<file path="src/lsp_pkg.sv">
`default_nettype none

package lsp_pkg;

    // Command codes carried in the input tuser field.
    localparam logic [1:0] CMD_SPAWN = 2'd0;
    localparam logic [1:0] CMD_TICK  = 2'd1;
    localparam logic [1:0] CMD_CLEAR = 2'd2;

    localparam int CMD_W       = 2;
    localparam int TICKS_W     = 16;
    localparam int SLOT_OUT_W  = 6;
    localparam int COUNT_OUT_W = 7;

    // One accepted command with its operands.
    typedef struct packed {
        logic [CMD_W-1:0]   command;
        logic [TICKS_W-1:0] life_ticks;
        logic [TICKS_W-1:0] elapsed_ticks;
    } lsp_cmd_t;

    // One result item as it leaves the sequencer.
    typedef struct packed {
        logic [SLOT_OUT_W-1:0]  slot_index;
        logic                   evicted;
        logic [COUNT_OUT_W-1:0] expired_count;
        logic [COUNT_OUT_W-1:0] active_total;
    } lsp_res_t;

endpackage

`default_nettype wire

</file>
<file path="src/lsp_ram.sv">
`default_nettype none

module lsp_ram #(
    parameter int WIDTH = 8,
    parameter int DEPTH = 64
) (
    input  wire logic                     clk,
    input  wire logic                     we,
    input  wire logic [$clog2(DEPTH)-1:0] waddr,
    input  wire logic [WIDTH-1:0]         wdata,
    input  wire logic [$clog2(DEPTH)-1:0] raddr,
    output logic      [WIDTH-1:0]         rdata
);

    logic [WIDTH-1:0] mem [DEPTH];

    always_ff @(posedge clk)
    begin
        if (we)
        begin
            mem[waddr] <= wdata;
        end
        rdata <= mem[raddr];
    end

endmodule

`default_nettype wire

</file>
<file path="src/lsp_seq.sv">
`default_nettype none

module lsp_seq
    import lsp_pkg::*;
#(
    parameter int SLOTS     = 64,
    parameter int LIFE_BITS = 16
) (
    input  wire logic                                   clk,
    input  wire logic                                   rst_n,
    input  wire logic                                   cmd_valid,
    output logic                                        cmd_ready,
    input  wire lsp_cmd_t                               cmd,
    output logic                                        res_valid,
    input  wire logic                                   res_ready,
    output lsp_res_t                                    res,
    output logic                                        slot_we,
    output logic [$clog2(SLOTS)-1:0]                    slot_waddr,
    output logic [$clog2(SLOTS)+LIFE_BITS-1:0]          slot_wdata,
    output logic [$clog2(SLOTS)-1:0]                    slot_raddr,
    input  wire logic [$clog2(SLOTS)+LIFE_BITS-1:0]     slot_rdata,
    output logic                                        list_we,
    output logic [$clog2(SLOTS)-1:0]                    list_waddr,
    output logic [$clog2(SLOTS)-1:0]                    list_wdata,
    output logic [$clog2(SLOTS)-1:0]                    list_raddr,
    input  wire logic [$clog2(SLOTS)-1:0]               list_rdata
);

    localparam int AW   = $clog2(SLOTS);
    localparam int CNTW = $clog2(SLOTS + 1);
    localparam int CMPW = (LIFE_BITS > TICKS_W) ? LIFE_BITS : TICKS_W;
    localparam logic [AW-1:0]   LAST_SLOT = AW'(SLOTS - 1);
    localparam logic [CNTW-1:0] FULL      = CNTW'(SLOTS);

    typedef enum logic [3:0] {
        IDLE, SC_POS, SC_LIST, EV_HEAD, EV_LAST, EV_RMW, EV_APP,
        TK_LIST, TK_SLOT, TK_LAST, TK_MOVE, TK_NEXT, DONE
    } state_t;

    state_t               state_reg;
    logic [CNTW-1:0]      count_reg;
    logic [AW-1:0]        start_reg;
    logic [AW-1:0]        cur_reg;
    logic [AW-1:0]        last_reg;
    logic [AW-1:0]        idx_reg;
    logic [CNTW-1:0]      expired_reg;
    logic [LIFE_BITS-1:0] life_reg;
    logic [TICKS_W-1:0]   elapsed_reg;
    logic [AW-1:0]        slot_out_reg;
    logic                 evict_reg;

    logic [AW-1:0]        rd_pos;
    logic [LIFE_BITS-1:0] rd_life;
    logic                 pos_free;
    logic                 list_hit;
    logic                 expire;
    logic [LIFE_BITS-1:0] life_dec;
    logic [CNTW-1:0]      count_m1;
    logic [AW-1:0]        tail_addr;
    logic [CNTW-1:0]      idx_p1;
    logic [AW-1:0]        cur_succ;
    logic [CMPW-1:0]      life_in_ext;
    logic [CMPW-1:0]      life_max_ext;
    logic [LIFE_BITS-1:0] life_sat;

    assign rd_pos    = slot_rdata[AW+LIFE_BITS-1:LIFE_BITS];
    assign rd_life   = slot_rdata[LIFE_BITS-1:0];
    // A slot is free unless its stored position points back at it inside the list.
    assign pos_free  = CNTW'(rd_pos) >= count_reg;
    assign list_hit  = list_rdata == cur_reg;
    assign expire    = CMPW'(rd_life) <= CMPW'(elapsed_reg);
    assign life_dec  = LIFE_BITS'(CMPW'(rd_life) - CMPW'(elapsed_reg));
    assign count_m1  = count_reg - 1'b1;
    assign tail_addr = count_m1[AW-1:0];
    assign idx_p1    = CNTW'(idx_reg) + 1'b1;
    assign cur_succ  = (cur_reg == LAST_SLOT) ? '0 : cur_reg + 1'b1;

    assign life_in_ext  = CMPW'(cmd.life_ticks);
    assign life_max_ext = CMPW'({LIFE_BITS{1'b1}});
    assign life_sat     = LIFE_BITS'((life_in_ext > life_max_ext) ? life_max_ext : life_in_ext);

    assign cmd_ready = state_reg == IDLE;
    assign res_valid = state_reg == DONE;

    assign res.slot_index    = SLOT_OUT_W'(slot_out_reg);
    assign res.evicted       = evict_reg;
    assign res.expired_count = COUNT_OUT_W'(expired_reg);
    assign res.active_total  = COUNT_OUT_W'(count_reg);

    // Memory port control.
    always_comb
    begin
        slot_we    = 1'b0;
        slot_waddr = cur_reg;
        slot_wdata = {AW'(count_reg), life_reg};
        slot_raddr = cur_reg;
        list_we    = 1'b0;
        list_waddr = AW'(count_reg);
        list_wdata = cur_reg;
        list_raddr = '0;
        case (state_reg)
            IDLE:
            begin
                slot_raddr = start_reg;
            end
            SC_POS:
            begin
                if (pos_free)
                begin
                    slot_we = 1'b1;
                    list_we = 1'b1;
                end
                else
                begin
                    list_raddr = rd_pos;
                end
            end
            SC_LIST:
            begin
                if (list_hit)
                begin
                    slot_raddr = cur_succ;
                end
                else
                begin
                    slot_we = 1'b1;
                    list_we = 1'b1;
                end
            end
            EV_HEAD:
            begin
                list_raddr = tail_addr;
            end
            EV_LAST:
            begin
                slot_raddr = list_rdata;
            end
            EV_RMW:
            begin
                slot_we    = 1'b1;
                slot_waddr = last_reg;
                slot_wdata = {AW'(0), rd_life};
                list_we    = 1'b1;
                list_waddr = '0;
                list_wdata = last_reg;
            end
            EV_APP:
            begin
                slot_we    = 1'b1;
                slot_wdata = {tail_addr, life_reg};
                list_we    = 1'b1;
                list_waddr = tail_addr;
            end
            TK_LIST:
            begin
                slot_raddr = list_rdata;
            end
            TK_SLOT:
            begin
                if (expire)
                begin
                    list_raddr = tail_addr;
                end
                else
                begin
                    slot_we    = 1'b1;
                    slot_wdata = {rd_pos, life_dec};
                    list_raddr = idx_p1[AW-1:0];
                end
            end
            TK_LAST:
            begin
                slot_raddr = list_rdata;
            end
            TK_MOVE:
            begin
                slot_we    = 1'b1;
                slot_waddr = last_reg;
                slot_wdata = {idx_reg, rd_life};
                list_we    = 1'b1;
                list_waddr = idx_reg;
                list_wdata = last_reg;
            end
            TK_NEXT:
            begin
                list_raddr = idx_reg;
            end
            default:
            begin
            end
        endcase
    end

    always_ff @(posedge clk or negedge rst_n)
    begin
        if (!rst_n)
        begin
            state_reg    <= IDLE;
            count_reg    <= '0;
            start_reg    <= '0;
            cur_reg      <= '0;
            last_reg     <= '0;
            idx_reg      <= '0;
            expired_reg  <= '0;
            life_reg     <= '0;
            elapsed_reg  <= '0;
            slot_out_reg <= '0;
            evict_reg    <= 1'b0;
        end
        else
        begin
            case (state_reg)
                IDLE:
                begin
                    if (cmd_valid)
                    begin
                        life_reg     <= life_sat;
                        elapsed_reg  <= cmd.elapsed_ticks;
                        slot_out_reg <= '0;
                        evict_reg    <= 1'b0;
                        expired_reg  <= '0;
                        idx_reg      <= '0;
                        cur_reg      <= start_reg;
                        case (cmd.command)
                            CMD_SPAWN:
                            begin
                                state_reg <= (count_reg == FULL) ? EV_HEAD : SC_POS;
                            end
                            CMD_TICK:
                            begin
                                state_reg <= (count_reg == '0) ? DONE : TK_LIST;
                            end
                            CMD_CLEAR:
                            begin
                                count_reg <= '0;
                                state_reg <= DONE;
                            end
                            default:
                            begin
                                state_reg <= DONE;
                            end
                        endcase
                    end
                end
                SC_POS:
                begin
                    if (pos_free)
                    begin
                        count_reg    <= count_reg + 1'b1;
                        start_reg    <= cur_succ;
                        slot_out_reg <= cur_reg;
                        state_reg    <= DONE;
                    end
                    else
                    begin
                        state_reg <= SC_LIST;
                    end
                end
                SC_LIST:
                begin
                    if (list_hit)
                    begin
                        cur_reg   <= cur_succ;
                        state_reg <= SC_POS;
                    end
                    else
                    begin
                        count_reg    <= count_reg + 1'b1;
                        start_reg    <= cur_succ;
                        slot_out_reg <= cur_reg;
                        state_reg    <= DONE;
                    end
                end
                EV_HEAD:
                begin
                    cur_reg   <= list_rdata;
                    state_reg <= EV_LAST;
                end
                EV_LAST:
                begin
                    last_reg  <= list_rdata;
                    state_reg <= EV_RMW;
                end
                EV_RMW:
                begin
                    state_reg <= EV_APP;
                end
                EV_APP:
                begin
                    slot_out_reg <= cur_reg;
                    evict_reg    <= 1'b1;
                    start_reg    <= cur_succ;
                    state_reg    <= DONE;
                end
                TK_LIST:
                begin
                    cur_reg   <= list_rdata;
                    state_reg <= TK_SLOT;
                end
                TK_SLOT:
                begin
                    if (expire)
                    begin
                        expired_reg <= expired_reg + 1'b1;
                        if (idx_p1 == count_reg)
                        begin
                            count_reg <= count_m1;
                            state_reg <= DONE;
                        end
                        else
                        begin
                            state_reg <= TK_LAST;
                        end
                    end
                    else
                    begin
                        idx_reg   <= idx_p1[AW-1:0];
                        state_reg <= (idx_p1 < count_reg) ? TK_LIST : DONE;
                    end
                end
                TK_LAST:
                begin
                    last_reg  <= list_rdata;
                    state_reg <= TK_MOVE;
                end
                TK_MOVE:
                begin
                    count_reg <= count_m1;
                    state_reg <= TK_NEXT;
                end
                TK_NEXT:
                begin
                    state_reg <= TK_LIST;
                end
                DONE:
                begin
                    if (res_ready)
                    begin
                        state_reg <= IDLE;
                    end
                end
                default:
                begin
                    state_reg <= IDLE;
                end
            endcase
        end
    end

endmodule

`default_nettype wire

</file>
<file path="src/lifetime_slot_pool.sv">
// A clear zeroes the active count. A spawn probes slots from the search start until it
// finds a free one, or on a full pool evicts the list head and reuses its slot as the
// new tail. A tick walks the active list, writing back surviving lives and moving the
// list tail into each expired entry's place. One command is worked at a time, each list
// step costing a list read, a dependent slot read and a write-back on 1R1W memories.
// Reset clears the active count, search start and other registers; memories are not swept.
`default_nettype none

module lifetime_slot_pool
    import lsp_pkg::*;
#(
    parameter int SLOTS     = 64,
    parameter int LIFE_BITS = 16
) (
    input  wire logic        clk,
    input  wire logic        rst_n,
    input  wire logic        s_tvalid,
    output logic             s_tready,
    input  wire logic [31:0] s_tdata,   // life_ticks [15:0], elapsed_ticks [31:16]
    input  wire logic [1:0]  s_tuser,   // command [1:0]
    output logic             m_tvalid,
    input  wire logic        m_tready,
    output logic [23:0]      m_tdata    // slot_index [5:0], evicted [6],
                                        // expired_count [13:7], active_total [20:14],
                                        // zero [23:21]
);

    localparam int AW = $clog2(SLOTS);
    localparam int SW = AW + LIFE_BITS;

    // The pool state lives in two memories. The slot memory holds, per slot, the slot's
    // position in the active list and its remaining life. The list memory holds the dense
    // active list. A slot counts as active when its stored position is below the active
    // count and the list entry there names the slot again, so a clear only zeroes the count.
    logic          slot_we;
    logic [AW-1:0] slot_waddr;
    logic [SW-1:0] slot_wdata;
    logic [AW-1:0] slot_raddr;
    logic [SW-1:0] slot_rdata;
    logic          list_we;
    logic [AW-1:0] list_waddr;
    logic [AW-1:0] list_wdata;
    logic [AW-1:0] list_raddr;
    logic [AW-1:0] list_rdata;

    lsp_cmd_t cmd;
    lsp_res_t res;
    logic     res_valid;
    logic     res_ready;

    logic        m_valid_reg;
    logic [23:0] m_data_reg;

    assign cmd.command       = s_tuser;
    assign cmd.life_ticks    = s_tdata[15:0];
    assign cmd.elapsed_ticks = s_tdata[31:16];

    lsp_ram #(
        .WIDTH (SW),
        .DEPTH (SLOTS)
    ) u_slot_ram (
        .clk   (clk),
        .we    (slot_we),
        .waddr (slot_waddr),
        .wdata (slot_wdata),
        .raddr (slot_raddr),
        .rdata (slot_rdata)
    );

    lsp_ram #(
        .WIDTH (AW),
        .DEPTH (SLOTS)
    ) u_list_ram (
        .clk   (clk),
        .we    (list_we),
        .waddr (list_waddr),
        .wdata (list_wdata),
        .raddr (list_raddr),
        .rdata (list_rdata)
    );

    lsp_seq #(
        .SLOTS     (SLOTS),
        .LIFE_BITS (LIFE_BITS)
    ) u_seq (
        .clk        (clk),
        .rst_n      (rst_n),
        .cmd_valid  (s_tvalid),
        .cmd_ready  (s_tready),
        .cmd        (cmd),
        .res_valid  (res_valid),
        .res_ready  (res_ready),
        .res        (res),
        .slot_we    (slot_we),
        .slot_waddr (slot_waddr),
        .slot_wdata (slot_wdata),
        .slot_raddr (slot_raddr),
        .slot_rdata (slot_rdata),
        .list_we    (list_we),
        .list_waddr (list_waddr),
        .list_wdata (list_wdata),
        .list_raddr (list_raddr),
        .list_rdata (list_rdata)
    );

    // The output register decouples the sequencer from the consumer: once a result is
    // parked here the sequencer returns to idle and takes the next command while this
    // transfer still waits on m_tready.
    assign res_ready = !m_valid_reg || m_tready;

    always_ff @(posedge clk or negedge rst_n)
    begin
        if (!rst_n)
        begin
            m_valid_reg <= 1'b0;
            m_data_reg  <= '0;
        end
        else
        begin
            if (res_valid && res_ready)
            begin
                m_valid_reg <= 1'b1;
                m_data_reg  <= {3'b000, res.active_total, res.expired_count,
                                res.evicted, res.slot_index};
            end
            else if (m_tready)
            begin
                m_valid_reg <= 1'b0;
            end
        end
    end

    assign m_tvalid = m_valid_reg;
    assign m_tdata  = m_data_reg;

    // An eviction only happens on a full pool, and the pool stays full afterward.
    a_evict_full : assert property (@(posedge clk) disable iff (!rst_n)
        res_valid && res.evicted |-> res.active_total == COUNT_OUT_W'(SLOTS))
        else $error("eviction reported with a pool that is not full");

    // Expirations come from ticks alone, which give no slot and evict nothing.
    a_tick_only : assert property (@(posedge clk) disable iff (!rst_n)
        res_valid && res.expired_count != '0 |-> !res.evicted && res.slot_index == '0)
        else $error("expired count reported together with spawn fields");

    // Commands are worked one at a time: the input closes after each accepted transfer.
    a_one_at_a_time : assert property (@(posedge clk) disable iff (!rst_n)
        s_tvalid && s_tready |=> !s_tready)
        else $error("input accepted while a command is in progress");

endmodule

`default_nettype wire
</file>
<file path="config.mk">
export PLATFORM = sky130hd
export DESIGN_NAME = lifetime_slot_pool
export DESIGN_NICKNAME = d
export VERILOG_FILES = /design/src/lsp_pkg.sv /design/src/lsp_ram.sv /design/src/lsp_seq.sv /design/src/lifetime_slot_pool.sv
export SDC_FILE = /design/constraint.sdc
export NUM_CORES = 2
export LEC_CHECK = 0
export BUFFER_PORTS_ARGS = -buffer_cell sky130_fd_sc_hd__buf_2
export CORE_UTILIZATION = 60
export CTS_CLUSTER_DIAMETER = 50
export DETAILED_ROUTE_END_ITERATION = 16
export PLACE_DENSITY = 0.81
export RECOVER_POWER = 25
export SLEW_MARGIN = 20
export SYNTH_ARGS = -nofsm -noshare
export SYNTH_HDL_FRONTEND = slang
export SYNTH_SLANG_ARGS = --single-unit
</file>
<file path="constraint.sdc">
create_clock -name clk -period 14.6 [get_ports clk]
set_clock_uncertainty 0.05 [all_clocks]
set_input_delay 2.92 -clock clk [delete_from_list [all_inputs] [get_ports clk]]
set_output_delay 2.92 -clock clk [all_outputs]
set_load 0.03 [all_outputs]
</file>
# == Yosys cells after proc, flatten, opt, wreduce, memory -nomap -nowiden ==
# Memories as Yosys holds them, arrays and structs flattened. A register that Yosys moved wholly into a read port is not among the register bits.
# Index checks and enable logic that the tools add are counted.
# classes
order_cmp,4
n_eq_ne,26
n_reduce_logical,27
mux,56
n_addsub,6
# op_table
op,n
one-hot mux 22 bit (4 select lines),1
two-way mux 6 bit,12
one-hot mux 6 bit (3 select lines),4
two-way mux 7 bit,8
one-hot mux 4 bit (13 select lines),1
one-hot mux 6 bit (4 select lines),2
one-hot mux 7 bit (5 select lines),1
two-way mux 4 bit,7
two-way mux 22 bit,1
equality test 4 bit (second input constant),5
equality test 4 x 3 -> 1 bit (second input constant),4
> comparator 16 bit (second input constant),1
less-or-equal comparator 16 bit,1
two-way mux 16 bit,1
subtractor 16 bit,1
adder 7 x 1 -> 7 bit (second input constant),2
one-hot mux 7 bit (2 select lines),1
one-hot mux 6 bit (2 select lines),1
two-way mux 1 bit,10
!= test 2 x 1 -> 1 bit (second input constant),5
AND reduction 3 bit,3
equality test 4 x 2 -> 1 bit (second input constant),2
one-hot mux 4 bit (2 select lines),1
AND reduction 2 bit,4
32 further kinds,40
# totals
n_memories,2
in_bits,38
register_bits,103
out_inout_bits,26
ramBits,1792
word_cells,134
# memory_table
memory,depth,word_bits,read_ports,rd_clocked_by_memory_dff,write_ports,line,source
u_slot_ram.mem,64,22,1,1,1,lsp_ram.sv:15,logic [WIDTH-1:0] mem [DEPTH];
u_list_ram.mem,64,6,1,1,1,lsp_ram.sv:15,

# == Depth between registers and ports, before layout ==
# depth
word_depth,5
mapped_depth,16

# == By module ==
# From an unflattened synthesis, not the netlist that was laid out.
# hier_totals
hier_cells,3916
hier_area_um2,77016.4
# by_module_without_submodules
module,cells_per_inst,area_per_inst_um2,instances
lsp_ram (u_slot_ram),2349,54260.8,1
lsp_ram (u_list_ram),720,15225.9,1
lsp_seq,795,6568.8,1
lifetime_slot_pool,52,960.9,1

# == Worst setup path after synthesis ==
# OpenSTA, ideal clock, no wires.
# synth_path
kind,register to register
start,register u_seq.elapsed_reg[1]
end,"memory u_slot_ram.mem[0][13] (netlist bit), data pin"
stages_incl_launch_ff,12
required_ns,13.542
slack_ns,7.409
setup_ns,1.008
arrival_time_ns,6.132
path_buffers,0
synth_period_minus_slack_ns,7.191
cell_sequence,dfrtp_1 > inv_1 > ha_1 > nor2b_1 > o21ai_0 > a21boi_0 > o21ai_0 > a21boi_0 > o21ai_0 > a31oi_1 > o21ai_0 > o311ai_0
# synth_between
elab_chain_len,3
word_cells_on_any_way,4
classes_between,add/sub (1); order compare (1); mux (2)
# synth_rtl
element,line,source
start: declaration,lsp_seq.sv:48,logic [TICKS_W-1:0] elapsed_reg;
start signal: assignment,lsp_seq.sv:218,elapsed_reg <= cmd.elapsed_ticks;
subtractor 16 bit or less-or-equal comparator 16 bit (tied branches),"lsp_seq.sv:72, lsp_seq.sv:71",
two-way mux 22 bit *,lsp_seq.sv:160,if (expire)
one-hot mux 22 bit (4 select lines) *,lsp_seq.sv:101,case (state_reg)
named net slot_wdata[13],lifetime_slot_pool.sv:37,logic [SW-1:0] slot_wdata;
end: declaration,lsp_ram.sv:15,
# The timed path passes the listed nets; every way through them passes the cells marked *.

# == Worst setup path in the final report ==
# layout_path
start,register u_seq.state_reg[3]
end,memory u_slot_ram.mem[39][17] (netlist bit) (enable)
# layout_between
word_cells_on_any_way,12
classes_between,eq/ne (6); mux (4); reduce/logical (2)
# layout_lines
element,line,source
start: declaration,lsp_seq.sv:40,state_t state_reg;
start signal: assignment,lsp_seq.sv:227,state_reg <= (count_reg == FULL) ? EV_HEAD : SC_POS;
start signal: assignment,lsp_seq.sv:231,state_reg <= (count_reg == '0) ? DONE : TK_LIST;
start signal: assignment,lsp_seq.sv:318,state_reg <= (idx_p1 < count_reg) ? TK_LIST : DONE;
equality test 4 x 3 -> 1 bit or equality test 4 bit (tied branches),--,
OR reduction 2 bit (no source line) *,--,
two-way mux 6 bit *,--,
named net list_wdata[5],lifetime_slot_pool.sv:42,logic [AW-1:0] list_wdata;
# Marked as above.

==> impl_metrics.csv <==
group,metric,value,unit
logic_synthesis,ys_top_cells_by_count,"edfxtp_1, nand2_1, mux2i_1",
finish,largest_reg_flops,1408,
finish,layout-drive-gt1-share,16.7,%
drt,wl_per_cell,31.5,µm
setup_path,cp_max_fo,65,
logic_synthesis,yosysMostFrequentCell,"edfxtp_1",
drt,viasPerCell,6.96,
setup_path,rr_worst_depth,10,
grt,grt_overflow,0,
clocking,clkSinkCount,1923,
grt,grt_pass1_wl,298,mm
floorplan,die-height,362,µm
drt,drt_iter0_markers,7443,
setup_path,critPathRequiredTime,15.02,ns
setup_path,worstPathArrival,8.68,ns
worst_hold_path,hp-class,"register to register",
sta,finalHoldViolations,0,
place,preCtsSetupSlack,8.22,ns
setup_path,critical_path.endpoint_type,"register",
sta,finalMaxSlewViolations,878,
clocking,path_clk_slew,0.06,ns
floorplan,rows,131,
grt,grt_max_degree,138,
place,dp_hpwl,120,mm
sta,finalCritPeriodShare,56.6,%
grt,antenna_found_initial,20,
sta,layout_setup_ws,6.33,ns
floorplan,die-area,131000,µm²
floorplan,ios,64,
logic_synthesis,synth_top_area_share,69.4,%
logic_synthesis,yosys_most_used_dff,"edfxtp_1",
drt,ant_nets,0,
clocking,htreeDepth,4,
logic_synthesis,syn_inst,4605,
place,dpl.cell_count,6193,
grt,grt_pass1_vias,44200,
clocking,cts_setup_buffers,0,
setup_path,path_class,"register to register",
run_status,failed_checks,"max-capacitance violations, max-slew violations",
clocking,ctsHoldBuffers,0,
clocking,postCtsResizedCells,0,
clocking,clk-insertion-delay-late,0.85,ns
run_status,run_status,"finished with violations",
clocking,cts_tree,"built",
logic_synthesis,syn_area,77600,µm²
logic_synthesis,synth-warning-count,0,
logic_synthesis,ys_seq_area_share,73.4,%
floorplan,fp.dieW,362,µm
setup_path,start_kind,"register",
logic_synthesis,synth.ff_latch_count,1923,
floorplan,start_util,60.7,%
grt,grt_usage,31.5,%
finish,nets,4794,
run,max_cap_violations,19,
worst_hold_path,whs_path_depth,2,
sta,fmax,0.121,GHz
sta,slew_headroom,-173,%
sta,min_period,8.27,ns
drt,dr.pass1.iters,8,
power,p_leak,29.8,nW
sta,rsz0062_at_grt,"no",
logic_synthesis,synth_enable_flop_cells,1792,
finish,fillCellCount,7752,
logic_synthesis,postSynth.asyncResetShare,5.36,%
drt,drc,0,
sta,setup_viol,0,
clocking,clock-root-buffer,"clkbuf_16",
sta,final.setup.tns,0,ns
place,port_buffers,60,
sta,tightestPinTransition,4.10,ns
power,p_per_area,261,nW/µm²
logic_synthesis,synthDistinctLibCells,80,
finish,areaGrowthSynthToFinish,11.4,%
clocking,cts_buffer_depth,3,
place,gp_congestion,0.952,
logic_synthesis,synth.avg_cell_area,16.8,µm²
logic_synthesis,synth_top_cell_by_area,"edfxtp_1",
drt,vias,45500,
drt,routed_wl,206,mm
floorplan,design.core.area,128000,µm²
clocking,cts_made_buffers,186,
finish,post_layout_nonfiller_instances,6544,
finish,largest-register,"u_slot_ram.mem",
logic_synthesis,synth_area_leaders,"edfxtp_1, mux4_2, mux2i_1",
power,vdd_drop_max,0.000339,V
finish,reg.largest.list,"u_slot_ram.mem (1408), u_list_ram.mem (384), u_slot_ram.rdata (22)",
-- placed cells by master, fill, tap and decap left out, types with 15 or more instances in the layout --
cell type  instances
xor2_1            21
nand4_1           69
nor2_2            37
mux4_2           264
nor2_4            29
dfrtp_1          103
a21oi_1           76
buf_2             35
mux2i_1          403
nor2_1           249
buf_4             83
a31oi_1           28
nor3_1            18
ha_1              34
mux2_2            18
clkinv_1          29
nand2b_1          16
o21ai_0          178
clkbuf_16        193
o22ai_1           58
nand2_1          424
clkbuf_1          76
edfxtp_1        1792
nand3_1          111
clkinv_2          36
or4_1             23
inv_1             52
dfxtp_1           28
o2111ai_1         15
a22oi_1           52
-- stage by stage --
step | power, mW | hold slack, ns | util [%] | instance area [µm²]
6_report | 22.6 | 0.433 | 67.6 | 86400
5_1_grt | 23.2 | 0.450 | 67.6 | 86400
4_1_cts | 22.4 | 0.428 | 67.7 | 86600
3_5_place_dp | 17.3 | 0.415 | 62.8 | 80300
3_3_place_gp | 17.0 | 0.410 | 62.6 | 80000
2_1_floorplan | 14.1 | 0.393 | - | 77600
-- cell families (layout without fill, tap and decap cells) --
kind of cell | after synthesis | in the layout | share of synthesized area [%]
other cells | 1 | 8 | 0.00483
mux | 685 | 685 | 13.1
xor+xnor | 33 | 33 | 0.373
fa+ha+maj | 35 | 35 | 0.574
buf+inv | 310 | 580 | 1.78
simple gates | 1049 | 1049 | 5.97
flops | 1923 | 1923 | 73.4
compound gates | 569 | 569 | 4.75
-- worst max-delay path, stage by stage (launching register included) --
cell      delay [ns]
dfrtp_1         0.95
nand2b_1        0.25
nor2_1          0.52
a21o_1          0.14
clkbuf_1        0.96
mux2i_1         0.50
clkinv_1        0.22
clkbuf_1        2.33
nand4_1         1.15
nor2_2          0.40
buf_4           0.41
-- cell type report --
class,instances,area [µm²],share of cell area [%]
multi-input combinational,2374,19800,22.9
timing repair buffer,170,1090,1.26
inverter,66,258,0.298
clock inverter,106,1150,1.33
tap,1662,2080,2.41
sequential,1923,56900,65.9
clock buffer,238,5130,5.94
antenna,5,12.5,0.0145
-- final timing paths --
| check | from | to | slack [ns] |
|---|---|---|---|
| min in group asynchronous | rst_n | m_tdata[11] | 2.93 |
| max reg2reg | u_seq.state_reg[3] | u_slot_ram.mem[39][17] | 6.33 |
| max | u_seq.state_reg[3] | u_slot_ram.mem[39][17] | 6.33 |
| max in group asynchronous | rst_n | u_seq.life_reg[15] | 7.77 |
| min | m_tdata[0] | m_tdata[0] | 0.43 |
| min reg2reg | m_tdata[0] | m_tdata[0] | 0.43 |
-- where the power goes --
part | leakage, nW | switching, mW | internal, mW
clock network | 3.03 | 2.14 | 2.76
logic | 8.84 | 6.57 | 3.20
registers | 17.9 | 0.319 | 7.60
-- routing by layer --
metal,up-vias,global-route usage (%),share of wire [%]
li1,18400,-,-
met1,22800,42.3,35
met2,3687,47.4,46
met3,645,8.72,13
met4,16,16.7,5.7
met5,-,0,0.052
No activity file was read; power rests on OpenSTA's default activity.
